File: src/rtl/tcp_active_open_close_sequencer_macros.svh
// ----------------------------------------------------------------------------
// Assertion macros shared by the open/close sequencer modules.
// Each macro expects signals named clk and rst_n in the enclosing scope.
// ----------------------------------------------------------------------------
`ifndef TCP_ACTIVE_OPEN_CLOSE_SEQUENCER_MACROS_SVH
`define TCP_ACTIVE_OPEN_CLOSE_SEQUENCER_MACROS_SVH

// Same-cycle implication, checked outside reset.
`define TAOCS_ASSERT_NOW(label, ante, cons, msg) \
    label: assert property (@(posedge clk) disable iff (!rst_n) (ante) |-> (cons)) \
        else $error(msg);

// Next-cycle implication, checked outside reset.
`define TAOCS_ASSERT_NEXT(label, ante, cons, msg) \
    label: assert property (@(posedge clk) disable iff (!rst_n) (ante) |=> (cons)) \
        else $error(msg);

`endif

File: src/rtl/taocs_pkg.sv
// ----------------------------------------------------------------------------
// taocs_pkg
// Shared types, command codes, result kinds and TCP state codes of the
// active open/close sequencer.
// ----------------------------------------------------------------------------
`timescale 1ns / 1ps
`default_nettype none

package taocs_pkg;

    // Field widths.
    localparam int unsigned SESS_W  = 10;
    localparam int unsigned IP_W    = 32;
    localparam int unsigned PORT_W  = 16;
    localparam int unsigned CMD_W   = 3;
    localparam int unsigned KIND_W  = 3;
    localparam int unsigned STATE_W = 4;

    // Depth of the queue between front and back.
    localparam int unsigned Q_DEPTH = 2;
    localparam int unsigned Q_AW    = $clog2(Q_DEPTH);
    localparam int unsigned Q_CW    = $clog2(Q_DEPTH + 1);

    // Input command codes.
    localparam logic [CMD_W-1:0] CMD_OPEN_REQ     = 3'd0;
    localparam logic [CMD_W-1:0] CMD_PORT_REPLY   = 3'd1;
    localparam logic [CMD_W-1:0] CMD_LOOKUP_REPLY = 3'd2;
    localparam logic [CMD_W-1:0] CMD_RX_STATUS    = 3'd3;
    localparam logic [CMD_W-1:0] CMD_TIMER_STATUS = 3'd4;
    localparam logic [CMD_W-1:0] CMD_CLOSE        = 3'd5;
    localparam logic [CMD_W-1:0] CMD_STATE_REPLY  = 3'd6;

    // Result kinds.
    localparam logic [KIND_W-1:0] KIND_PORT_REQ   = 3'd0;
    localparam logic [KIND_W-1:0] KIND_LOOKUP_REQ = 3'd1;
    localparam logic [KIND_W-1:0] KIND_OPEN_REPLY = 3'd2;
    localparam logic [KIND_W-1:0] KIND_EVENT      = 3'd3;
    localparam logic [KIND_W-1:0] KIND_STATE_QRY  = 3'd4;

    // Event types.
    localparam logic EVT_SYN = 1'b0;
    localparam logic EVT_FIN = 1'b1;

    // TCP session states used by the sequencer.
    localparam logic [STATE_W-1:0] ST_SYN_SENT    = 4'd1;
    localparam logic [STATE_W-1:0] ST_ESTABLISHED = 4'd3;
    localparam logic [STATE_W-1:0] ST_FIN_WAIT_1  = 4'd4;
    localparam logic [STATE_W-1:0] ST_FIN_WAIT_2  = 4'd5;

    // Work orders passed from the front to the back.
    typedef enum logic [2:0] {
        OP_PORT_REQ,
        OP_LOOKUP_REQ,
        OP_SYN,
        OP_OPEN_REPLY,
        OP_QUERY_READ,
        OP_WRITE_STATE,
        OP_CLOSE_FIN
    } op_t;

    typedef struct packed {
        op_t                op;
        logic [SESS_W-1:0]  session;
        logic [IP_W-1:0]    local_ip;
        logic [PORT_W-1:0]  local_port;
        logic [IP_W-1:0]    remote_ip;
        logic [PORT_W-1:0]  remote_port;
        logic               success;
        logic [STATE_W-1:0] state;
    } work_rec_t;

    // Queue status seen by the back.
    typedef struct packed {
        logic      valid;
        work_rec_t rec;
    } q_head_t;

endpackage

`default_nettype wire

File: src/rtl/taocs_front.sv
// ----------------------------------------------------------------------------
// taocs_front
// Accepts input transactions, tracks the open/close handshake mode and
// turns each transaction into at most one work record for the back.
// ----------------------------------------------------------------------------
`timescale 1ns / 1ps
`default_nettype none
`include "tcp_active_open_close_sequencer_macros.svh"

module taocs_front
    import taocs_pkg::*;
(
    input  wire logic               clk,
    input  wire logic               rst_n,
    // Configuration
    input  wire logic               cfg_valid,
    input  wire logic [IP_W-1:0]    cfg_data,
    // Input channel
    input  wire logic               in_valid,
    output logic                    in_ready,
    input  wire logic [CMD_W-1:0]   cmd,
    input  wire logic [IP_W-1:0]    remote_ip,
    input  wire logic [PORT_W-1:0]  remote_port,
    input  wire logic [PORT_W-1:0]  free_port,
    input  wire logic               lookup_hit,
    input  wire logic [SESS_W-1:0]  session_in,
    input  wire logic               success_in,
    input  wire logic [STATE_W-1:0] state_in,
    // Queue push side
    input  wire logic               q_full,
    output logic                    push_valid,
    output work_rec_t               push_rec
);

    typedef enum logic [1:0] {
        MODE_IDLE,
        MODE_WAIT_PORT,
        MODE_WAIT_STATE
    } mode_t;

    mode_t              mode_reg, mode_next;
    logic [IP_W-1:0]    local_ip_reg;
    logic [IP_W-1:0]    pend_ip_reg, pend_ip_next;
    logic [PORT_W-1:0]  pend_port_reg, pend_port_next;
    logic [SESS_W-1:0]  close_sess_reg, close_sess_next;
    logic               accept;
    logic               emit;

    assign in_ready   = !q_full;
    assign accept     = in_valid && in_ready;
    assign push_valid = accept && emit;

    // Classify the transaction against the current mode.
    always_comb
    begin
        mode_next       = mode_reg;
        pend_ip_next    = pend_ip_reg;
        pend_port_next  = pend_port_reg;
        close_sess_next = close_sess_reg;
        emit            = 1'b0;
        push_rec        = '0;
        push_rec.op     = OP_PORT_REQ;

        unique case (mode_reg)
            MODE_WAIT_PORT:
            begin
                if (cmd == CMD_PORT_REPLY)
                begin
                    emit                 = 1'b1;
                    push_rec.op          = OP_LOOKUP_REQ;
                    push_rec.local_ip    = local_ip_reg;
                    push_rec.local_port  = {free_port[7:0], free_port[15:8]};
                    push_rec.remote_ip   = pend_ip_reg;
                    push_rec.remote_port = pend_port_reg;
                    mode_next            = MODE_IDLE;
                end
            end
            MODE_WAIT_STATE:
            begin
                if (cmd == CMD_STATE_REPLY)
                begin
                    emit             = 1'b1;
                    push_rec.session = close_sess_reg;
                    if (state_in inside {ST_ESTABLISHED, ST_FIN_WAIT_1, ST_FIN_WAIT_2})
                    begin
                        push_rec.op    = OP_CLOSE_FIN;
                        push_rec.state = ST_FIN_WAIT_1;
                    end
                    else
                    begin
                        push_rec.op    = OP_WRITE_STATE;
                        push_rec.state = state_in;
                    end
                    mode_next = MODE_IDLE;
                end
            end
            MODE_IDLE:
            begin
                unique case (cmd) inside
                    CMD_OPEN_REQ:
                    begin
                        emit           = 1'b1;
                        push_rec.op    = OP_PORT_REQ;
                        pend_ip_next   = remote_ip;
                        pend_port_next = remote_port;
                        mode_next      = MODE_WAIT_PORT;
                    end
                    CMD_LOOKUP_REPLY:
                    begin
                        emit = 1'b1;
                        if (lookup_hit)
                        begin
                            push_rec.op      = OP_SYN;
                            push_rec.session = session_in;
                            push_rec.state   = ST_SYN_SENT;
                        end
                        else
                        begin
                            // Failed open: reply for session 0 without success.
                            push_rec.op = OP_OPEN_REPLY;
                        end
                    end
                    CMD_RX_STATUS, CMD_TIMER_STATUS:
                    begin
                        emit             = 1'b1;
                        push_rec.op      = OP_OPEN_REPLY;
                        push_rec.session = session_in;
                        push_rec.success = success_in;
                    end
                    CMD_CLOSE:
                    begin
                        emit             = 1'b1;
                        push_rec.op      = OP_QUERY_READ;
                        push_rec.session = session_in;
                        close_sess_next  = session_in;
                        mode_next        = MODE_WAIT_STATE;
                    end
                    default:
                    begin
                        emit = 1'b0;
                    end
                endcase
            end
            default:
            begin
                mode_next = MODE_IDLE;
            end
        endcase
    end

    // Mode and configuration register.
    always_ff @(posedge clk or negedge rst_n)
    begin
        if (!rst_n)
        begin
            mode_reg     <= MODE_IDLE;
            local_ip_reg <= '0;
        end
        else
        begin
            if (accept)
            begin
                mode_reg <= mode_next;
            end
            if (cfg_valid)
            begin
                local_ip_reg <= cfg_data;
            end
        end
    end

    // Pending open and close context.
    always_ff @(posedge clk)
    begin
        if (accept)
        begin
            pend_ip_reg    <= pend_ip_next;
            pend_port_reg  <= pend_port_next;
            close_sess_reg <= close_sess_next;
        end
    end

    // While waiting for a port reply only a lookup request may leave the front.
    `TAOCS_ASSERT_NOW(a_front_wait_port, push_valid && (mode_reg == MODE_WAIT_PORT),
        push_rec.op == OP_LOOKUP_REQ, "front: wrong record while waiting for port")
    // An accepted close always moves to waiting for the state reply.
    `TAOCS_ASSERT_NEXT(a_front_close, accept && (mode_reg == MODE_IDLE) && (cmd == CMD_CLOSE),
        mode_reg == MODE_WAIT_STATE, "front: close did not enter state wait")

endmodule

`default_nettype wire

File: src/rtl/taocs_queue.sv
// ----------------------------------------------------------------------------
// taocs_queue
// Short first-in first-out queue of work records between front and back.
// ----------------------------------------------------------------------------
`timescale 1ns / 1ps
`default_nettype none
`include "tcp_active_open_close_sequencer_macros.svh"

module taocs_queue
    import taocs_pkg::*;
(
    input  wire logic      clk,
    input  wire logic      rst_n,
    input  wire logic      push_valid,
    input  wire work_rec_t push_rec,
    output logic           full,
    input  wire logic      pop,
    output q_head_t        head
);

    work_rec_t         mem [Q_DEPTH];
    logic [Q_AW-1:0]   wr_ptr_reg, rd_ptr_reg;
    logic [Q_CW-1:0]   count_reg;

    assign full       = (count_reg == Q_CW'(Q_DEPTH));
    assign head.valid = (count_reg != '0);
    assign head.rec   = mem[rd_ptr_reg];

    // Pointers and fill count.
    always_ff @(posedge clk or negedge rst_n)
    begin
        if (!rst_n)
        begin
            wr_ptr_reg <= '0;
            rd_ptr_reg <= '0;
            count_reg  <= '0;
        end
        else
        begin
            if (push_valid)
            begin
                wr_ptr_reg <= (wr_ptr_reg == Q_AW'(Q_DEPTH - 1)) ? '0 : wr_ptr_reg + 1'b1;
            end
            if (pop)
            begin
                rd_ptr_reg <= (rd_ptr_reg == Q_AW'(Q_DEPTH - 1)) ? '0 : rd_ptr_reg + 1'b1;
            end
            if (push_valid && !pop)
            begin
                count_reg <= count_reg + 1'b1;
            end
            else if (pop && !push_valid)
            begin
                count_reg <= count_reg - 1'b1;
            end
        end
    end

    // Storage.
    always_ff @(posedge clk)
    begin
        if (push_valid)
        begin
            mem[wr_ptr_reg] <= push_rec;
        end
    end

    `TAOCS_ASSERT_NOW(a_q_no_overflow, push_valid, !full || pop, "queue: push while full")
    `TAOCS_ASSERT_NOW(a_q_no_underflow, pop, head.valid, "queue: pop while empty")

endmodule

`default_nettype wire

File: src/rtl/taocs_back.sv
// ----------------------------------------------------------------------------
// taocs_back
// Expands each work record into one or two result transactions and holds
// them in the output register until taken.
// ----------------------------------------------------------------------------
`timescale 1ns / 1ps
`default_nettype none
`include "tcp_active_open_close_sequencer_macros.svh"

module taocs_back
    import taocs_pkg::*;
(
    input  wire logic                clk,
    input  wire logic                rst_n,
    input  wire q_head_t             head,
    output logic                     pop,
    output logic                     out_valid,
    input  wire logic                out_ready,
    output logic [KIND_W-1:0]        out_kind,
    output logic [SESS_W-1:0]        out_session,
    output logic [IP_W-1:0]          out_local_ip,
    output logic [PORT_W-1:0]        out_local_port,
    output logic [IP_W-1:0]          out_remote_ip,
    output logic [PORT_W-1:0]        out_remote_port,
    output logic                     out_event,
    output logic                     out_query_write,
    output logic [STATE_W-1:0]       out_state,
    output logic                     out_open_success,
    output logic                     out_last
);

    logic                 phase_reg;
    logic                 valid_reg;
    logic                 load;
    logic [KIND_W-1:0]    kind_c;
    logic [SESS_W-1:0]    sess_c;
    logic [IP_W-1:0]      lip_c, rip_c;
    logic [PORT_W-1:0]    lport_c, rport_c;
    logic                 event_c, qwr_c, succ_c, last_c;
    logic [STATE_W-1:0]   state_c;

    logic [KIND_W-1:0]    kind_reg;
    logic [SESS_W-1:0]    sess_reg;
    logic [IP_W-1:0]      lip_reg, rip_reg;
    logic [PORT_W-1:0]    lport_reg, rport_reg;
    logic                 event_reg, qwr_reg, succ_reg, last_reg;
    logic [STATE_W-1:0]   state_reg;

    assign load = head.valid && (!valid_reg || out_ready);
    assign pop  = load && last_c;

    // Build the result for the head record and the current phase.
    always_comb
    begin
        kind_c  = KIND_PORT_REQ;
        sess_c  = '0;
        lip_c   = '0;
        lport_c = '0;
        rip_c   = '0;
        rport_c = '0;
        event_c = EVT_SYN;
        qwr_c   = 1'b0;
        state_c = '0;
        succ_c  = 1'b0;
        last_c  = 1'b1;

        unique case (head.rec.op)
            OP_PORT_REQ:
            begin
                kind_c = KIND_PORT_REQ;
            end
            OP_LOOKUP_REQ:
            begin
                kind_c  = KIND_LOOKUP_REQ;
                lip_c   = head.rec.local_ip;
                lport_c = head.rec.local_port;
                rip_c   = head.rec.remote_ip;
                rport_c = head.rec.remote_port;
            end
            OP_SYN:
            begin
                sess_c = head.rec.session;
                if (!phase_reg)
                begin
                    kind_c  = KIND_EVENT;
                    event_c = EVT_SYN;
                    last_c  = 1'b0;
                end
                else
                begin
                    kind_c  = KIND_STATE_QRY;
                    qwr_c   = 1'b1;
                    state_c = head.rec.state;
                end
            end
            OP_OPEN_REPLY:
            begin
                kind_c = KIND_OPEN_REPLY;
                sess_c = head.rec.session;
                succ_c = head.rec.success;
            end
            OP_QUERY_READ:
            begin
                kind_c = KIND_STATE_QRY;
                sess_c = head.rec.session;
            end
            OP_WRITE_STATE:
            begin
                kind_c  = KIND_STATE_QRY;
                sess_c  = head.rec.session;
                qwr_c   = 1'b1;
                state_c = head.rec.state;
            end
            OP_CLOSE_FIN:
            begin
                sess_c = head.rec.session;
                if (!phase_reg)
                begin
                    kind_c  = KIND_STATE_QRY;
                    qwr_c   = 1'b1;
                    state_c = head.rec.state;
                    last_c  = 1'b0;
                end
                else
                begin
                    kind_c  = KIND_EVENT;
                    event_c = EVT_FIN;
                end
            end
            default:
            begin
                last_c = 1'b1;
            end
        endcase
    end

    // Output valid and expansion phase.
    always_ff @(posedge clk or negedge rst_n)
    begin
        if (!rst_n)
        begin
            valid_reg <= 1'b0;
            phase_reg <= 1'b0;
        end
        else
        begin
            if (load)
            begin
                valid_reg <= 1'b1;
                phase_reg <= !last_c;
            end
            else if (out_ready)
            begin
                valid_reg <= 1'b0;
            end
        end
    end

    // Output payload.
    always_ff @(posedge clk)
    begin
        if (load)
        begin
            kind_reg  <= kind_c;
            sess_reg  <= sess_c;
            lip_reg   <= lip_c;
            lport_reg <= lport_c;
            rip_reg   <= rip_c;
            rport_reg <= rport_c;
            event_reg <= event_c;
            qwr_reg   <= qwr_c;
            state_reg <= state_c;
            succ_reg  <= succ_c;
            last_reg  <= last_c;
        end
    end

    assign out_valid        = valid_reg;
    assign out_kind         = kind_reg;
    assign out_session      = sess_reg;
    assign out_local_ip     = lip_reg;
    assign out_local_port   = lport_reg;
    assign out_remote_ip    = rip_reg;
    assign out_remote_port  = rport_reg;
    assign out_event        = event_reg;
    assign out_query_write  = qwr_reg;
    assign out_state        = state_reg;
    assign out_open_success = succ_reg;
    assign out_last         = last_reg;

    // The record stays at the head while its second result is pending.
    `TAOCS_ASSERT_NOW(a_back_head_held, phase_reg, head.valid,
        "back: head lost during two-result expansion")
    // A taken first result of a pair is followed at once by the second.
    `TAOCS_ASSERT_NEXT(a_back_pair, out_valid && out_ready && !out_last,
        out_valid && out_last, "back: second result of a pair missing")

endmodule

`default_nettype wire

File: src/rtl/tcp_active_open_close_sequencer.sv
// The first result of an input transaction passes through the work queue and then the output
// register before it can be taken.
// Throughput: one input transaction per cycle unless the queue is full; the output register
// drains one result per cycle while out_ready is high, each SYN or FIN giving two results.
// A two-entry queue lets the front keep accepting while the back is stalled by the consumer.
// Reset (rst_n low, asynchronous): mode idle, queue and output empty, local IP address zero.
// ----------------------------------------------------------------------------
// tcp_active_open_close_sequencer
// Top level: front classifier, work queue and result expander for active
// TCP open and close sequencing.
// ----------------------------------------------------------------------------
`timescale 1ns / 1ps
`default_nettype none

module tcp_active_open_close_sequencer
    import taocs_pkg::*;
(
    input  wire logic               clk,
    input  wire logic               rst_n,
    // Configuration channel
    input  wire logic               cfg_valid,
    output logic                    cfg_ready,
    input  wire logic [IP_W-1:0]    cfg_data,
    // Input channel
    input  wire logic               in_valid,
    output logic                    in_ready,
    input  wire logic [CMD_W-1:0]   cmd,
    input  wire logic [IP_W-1:0]    remote_ip,
    input  wire logic [PORT_W-1:0]  remote_port,
    input  wire logic [PORT_W-1:0]  free_port,
    input  wire logic               lookup_hit,
    input  wire logic [SESS_W-1:0]  session_in,
    input  wire logic               success_in,
    input  wire logic [STATE_W-1:0] state_in,
    // Output channel
    output logic                    out_valid,
    input  wire logic               out_ready,
    output logic [KIND_W-1:0]       out_kind,
    output logic [SESS_W-1:0]       out_session,
    output logic [IP_W-1:0]         out_local_ip,
    output logic [PORT_W-1:0]       out_local_port,
    output logic [IP_W-1:0]         out_remote_ip,
    output logic [PORT_W-1:0]       out_remote_port,
    output logic                    out_event,
    output logic                    out_query_write,
    output logic [STATE_W-1:0]      out_state,
    output logic                    out_open_success,
    output logic                    out_last
);

    logic      q_full;
    logic      push_valid;
    work_rec_t push_rec;
    logic      pop;
    q_head_t   head;

    // The register write is always taken.
    assign cfg_ready = 1'b1;

    // Front: accepts and classifies input transactions.
    taocs_front u_front (
        .clk         (clk),
        .rst_n       (rst_n),
        .cfg_valid   (cfg_valid),
        .cfg_data    (cfg_data),
        .in_valid    (in_valid),
        .in_ready    (in_ready),
        .cmd         (cmd),
        .remote_ip   (remote_ip),
        .remote_port (remote_port),
        .free_port   (free_port),
        .lookup_hit  (lookup_hit),
        .session_in  (session_in),
        .success_in  (success_in),
        .state_in    (state_in),
        .q_full      (q_full),
        .push_valid  (push_valid),
        .push_rec    (push_rec)
    );

    // Work queue between the two halves.
    taocs_queue u_queue (
        .clk        (clk),
        .rst_n      (rst_n),
        .push_valid (push_valid),
        .push_rec   (push_rec),
        .full       (q_full),
        .pop        (pop),
        .head       (head)
    );

    // Back: expands records into result transactions.
    taocs_back u_back (
        .clk              (clk),
        .rst_n            (rst_n),
        .head             (head),
        .pop              (pop),
        .out_valid        (out_valid),
        .out_ready        (out_ready),
        .out_kind         (out_kind),
        .out_session      (out_session),
        .out_local_ip     (out_local_ip),
        .out_local_port   (out_local_port),
        .out_remote_ip    (out_remote_ip),
        .out_remote_port  (out_remote_port),
        .out_event        (out_event),
        .out_query_write  (out_query_write),
        .out_state        (out_state),
        .out_open_success (out_open_success),
        .out_last         (out_last)
    );

endmodule

`default_nettype wire

File: config.mk
export PLATFORM = sky130hd
export DESIGN_NAME = tcp_active_open_close_sequencer
export DESIGN_NICKNAME = d
export VERILOG_FILES = /design/src/rtl/taocs_pkg.sv /design/src/rtl/taocs_front.sv /design/src/rtl/taocs_queue.sv /design/src/rtl/taocs_back.sv /design/src/rtl/tcp_active_open_close_sequencer.sv
export VERILOG_INCLUDE_DIRS = /design/src /design/src/rtl
export SDC_FILE = /design/constraint.sdc
export NUM_CORES = 1
export LEC_CHECK = 0
export ABC_AREA = 1
export ABC_CLOCK_PERIOD_IN_PS = 10940
export BUFFER_PORTS_ARGS = -buffer_cell sky130_fd_sc_hd__buf_2
export CORE_MARGIN = 3
export CORE_UTILIZATION = 37
export DETAILED_ROUTE_END_ITERATION = 10
export GPL_TIMING_DRIVEN = 0
export PLACE_DENSITY = 0.61
export SLEW_MARGIN = 10
export SYNTH_ARGS = -nofsm -noshare
export SYNTH_HDL_FRONTEND = slang
export SYNTH_SLANG_ARGS = --single-unit
File: constraint.sdc
create_clock -name clk -period 10.94 [get_ports clk]
set_input_delay 0 -clock clk [delete_from_list [all_inputs] [get_ports clk]]
set_output_delay 0 -clock clk [all_outputs]
set_load 0.05 [all_outputs]
==> impl_metrics.tcl <==
set metrics [dict create \
    setup_violations 0 \
    grt_pass1_wl_mm 59.5 \
    dpl.hpwl_mm 25.3 \
    finalMaxSlewViolations 0 \
    num_rows 77 \
    cp.arrival_ns 3.06 \
    fin_skew_ns 0.0202 \
    routed_via_density 4.56 \
    cp_cell_sequence "inv_1, a21boi_0, nand2_1, nor2_4, buf_16, buf_12, buf_16" \
    wl_per_cell_um 16.7 \
    clk_pin_slew_ns 0.06 \
    critPathKind "register to register" \
    detailed_place.area_um2 18900 \
    grt-ovfl-total 0 \
    pin_count 240 \
    path_buf_inv 4 \
    crit_path_max_fanout 23 \
    fmax_ghz 0.359 \
    crit_family "simple AND/OR/NAND/NOR gates" \
    drcViolationCount 0 \
    required_ns 11.21 \
    fillCellCount 3834 \
    drive_gt1_share_pct 22.2 \
    firstDrtPassIters 5 \
    rsz0062_at_grt "false" \
    syn_area_um2 16700 \
    largest_register_ffs 228 \
    numPortBuffers 237 \
    tightest_slew_ns 0.709 \
    grt_max_degree 60 \
    regMostFlops "u_queue.mem" \
    route.vias.total 10510 \
    post-route-period-util_pct 25.5 \
    power_leakage_nw 8.78 \
    yosysSeqAreaShare_pct 78.5 \
    start_util_pct 37.6 \
    syn_nets 1378 \
    hp-class "input port to async pin" \
    design_area_um2 21600 \
    fp.dieArea_um2 47700 \
    grt_pass1_vias 10874 \
    slowest_stage "a21boi_0" \
    ctsHtreeMaxLevel 2 \
    ys_ff_latch 443 \
    insertion_delay_ns 0.57 \
    max-slew-margin-rel_pct 52.3 \
    period_needed_ns 2.79 \
    dp.cells 2098 \
    max_cap_violations 0 \
    status "complete, no violations" \
    cp-start-kind "register" \
    postSynthCellCount 1256 \
    grt.total_usage_pct 16.2 \
    ir_worst_vdd_v 0.000181 \
    die_x_um 218 \
    synthDistinctLibCells 29 \
    cts_tree "yes" \
    tns_ns 0 \
    yosysWarnings 0 \
    antenna_found_initial 0 \
    cts.sinks 443 \
    instances_no_fill 2306 \
    setup.worst_path.end_class "register" \
    hold_violations 0 \
    place.gp.congestion 0.793 \
    core_area_um2 44400 \
    critical_path.max_stage_delay_ns 0.59 \
    cts_buffer_depth 3 \
    post_cts_buffers 0 \
    first_iter_violations 650 \
    fin_nets 1800 \
    ant_nets 0 \
    drt-total-wl_mm 38.6 \
    final_cell_mix "edfxtp_1, nand2_1, buf_2" \
    area_growth_pct 29.4 \
    hold_slack_ns 0.0247 \
    crit_top_cell "buf_16" \
    die_height_um 218 \
    p_per_area_nw_per_um2 276 \
    final_common_cell "edfxtp_1" \
    cts_buffers 47 \
    cts_root_buf "clkbuf_16" \
    synth_area_per_cell_um2 13.3 \
]
layout make-up:
type | count | area, um^2 | share of cell area [%]
antenna | 1 | 2.50 | 0.0116
buffer | 54 | 260 | 1.21
clock buffer | 64 | 1280 | 5.93
clock inverter | 20 | 133 | 0.614
inverter | 128 | 485 | 2.25
multi-input combinational | 631 | 2860 | 13.2
sequential | 443 | 13100 | 60.7
tap | 592 | 741 | 3.43
timing repair buffer | 373 | 2730 | 12.7
path summary, 6_finish.rpt:
| kind | start | end | slack [ns] | depth (start not counted) |
|---|---|---|---|---|
| max reg2reg | u_queue.count_reg[0] | u_queue.mem[1][88] | 8.15 | 7 |
| min reg2reg | u_queue.count_reg[0] | u_queue.count_reg[0] | 0.47 | 1 |
| max | u_queue.count_reg[0] | u_queue.mem[1][88] | 8.15 | 7 |
| max in group asynchronous | rst_n | u_front.local_ip_reg[18] | 10.48 | 2 |
| min in group clk | in_valid | u_front.mode_reg[0] | 0.03 | 4 |
| min | rst_n | u_front.mode_reg[0] | 0.02 | 2 |
cells in the mapped netlist:
| cell type | n | area, um^2 |
|---|---|---|
| nand2_2 | 2 | 12.5 |
| a21oi_1 | 72 | 360 |
| o21a_1 | 1 | 7.51 |
| inv_1 | 126 | 473 |
| and3_1 | 1 | 6.26 |
| edfxtp_1 | 403 | 12100 |
| xor2_1 | 2 | 17.5 |
| nand3_1 | 30 | 150 |
| ha_1 | 2 | 25.0 |
| mux2i_1 | 10 | 100 |
| clkbuf_1 | 29 | 109 |
| buf_1 | 3 | 11.3 |
| buf_4 | 2 | 15.0 |
| nor2_1 | 124 | 465 |
| o21ai_2 | 2 | 17.5 |
| a21boi_0 | 1 | 7.51 |
| nand2_1 | 308 | 1160 |
| nor2_2 | 1 | 6.26 |
| buf_2 | 16 | 80.1 |
| xnor2_1 | 1 | 8.76 |
| dfrtp_1 | 40 | 1000 |
| conb_1 | 1 | 3.75 |
| buf_6 | 4 | 45.0 |
| or2_2 | 1 | 6.26 |
| nor2_4 | 1 | 11.3 |
| o21ai_0 | 39 | 195 |
| nand2_4 | 1 | 11.3 |
| a21oi_2 | 31 | 272 |
| inv_2 | 2 | 7.51 |
power breakdown:
part | internal, mW | leakage [nW] | total [mW] | switching, mW
combinational | 0.457 | 3.73 | 2.05 | 1.59
clock | 0.841 | 0.689 | 1.47 | 0.629
sequential | 2.34 | 4.35 | 2.44 | 0.104
routing by layer:
layer,track usage [%],up-vias,share of wire (%)
li1,-,5091,-
met1,20.7,5062,42
met2,27.7,279,50
met3,3.28,78,5.1
met4,5.70,0,3.0
met5,0,-,0
metrics by stage:
step	utilization, %	setup slack [ns]	total power [mW]
floorplan	-	2.69	3.92
global placement	41.9	-2.19	4.51
finish	48.6	8.15	5.96
detailed placement	42.7	8.07	4.52
CTS	48.6	8.10	6.04
global route	48.6	7.88	6.26
timing repair:
action                                 4_1_cts  5_1_grt
hold buffers                               123        0
gates resized for setup                      0        0
endpoints found under the hold margin      199        0
worst register-to-register path: cells and delay by family (launching register included):
kind                   cells  cell delay (ns)
AND/OR/NAND/NOR            2             0.78
flip-flops                 1             0.36
buffers and inverters      4             0.77
AO/OA/AOI/OAI              1             0.59
kinds of logic after synthesis:
family / share of synthesized area [%]
compound gates: 5.15
xor+xnor: 0.158
fa+ha+maj: 0.150
buf+inv: 4.44
flops: 78.5
mux: 0.600
other cells: 0.0225
simple gates: 10.9
(Power assumes the default switching activity.)
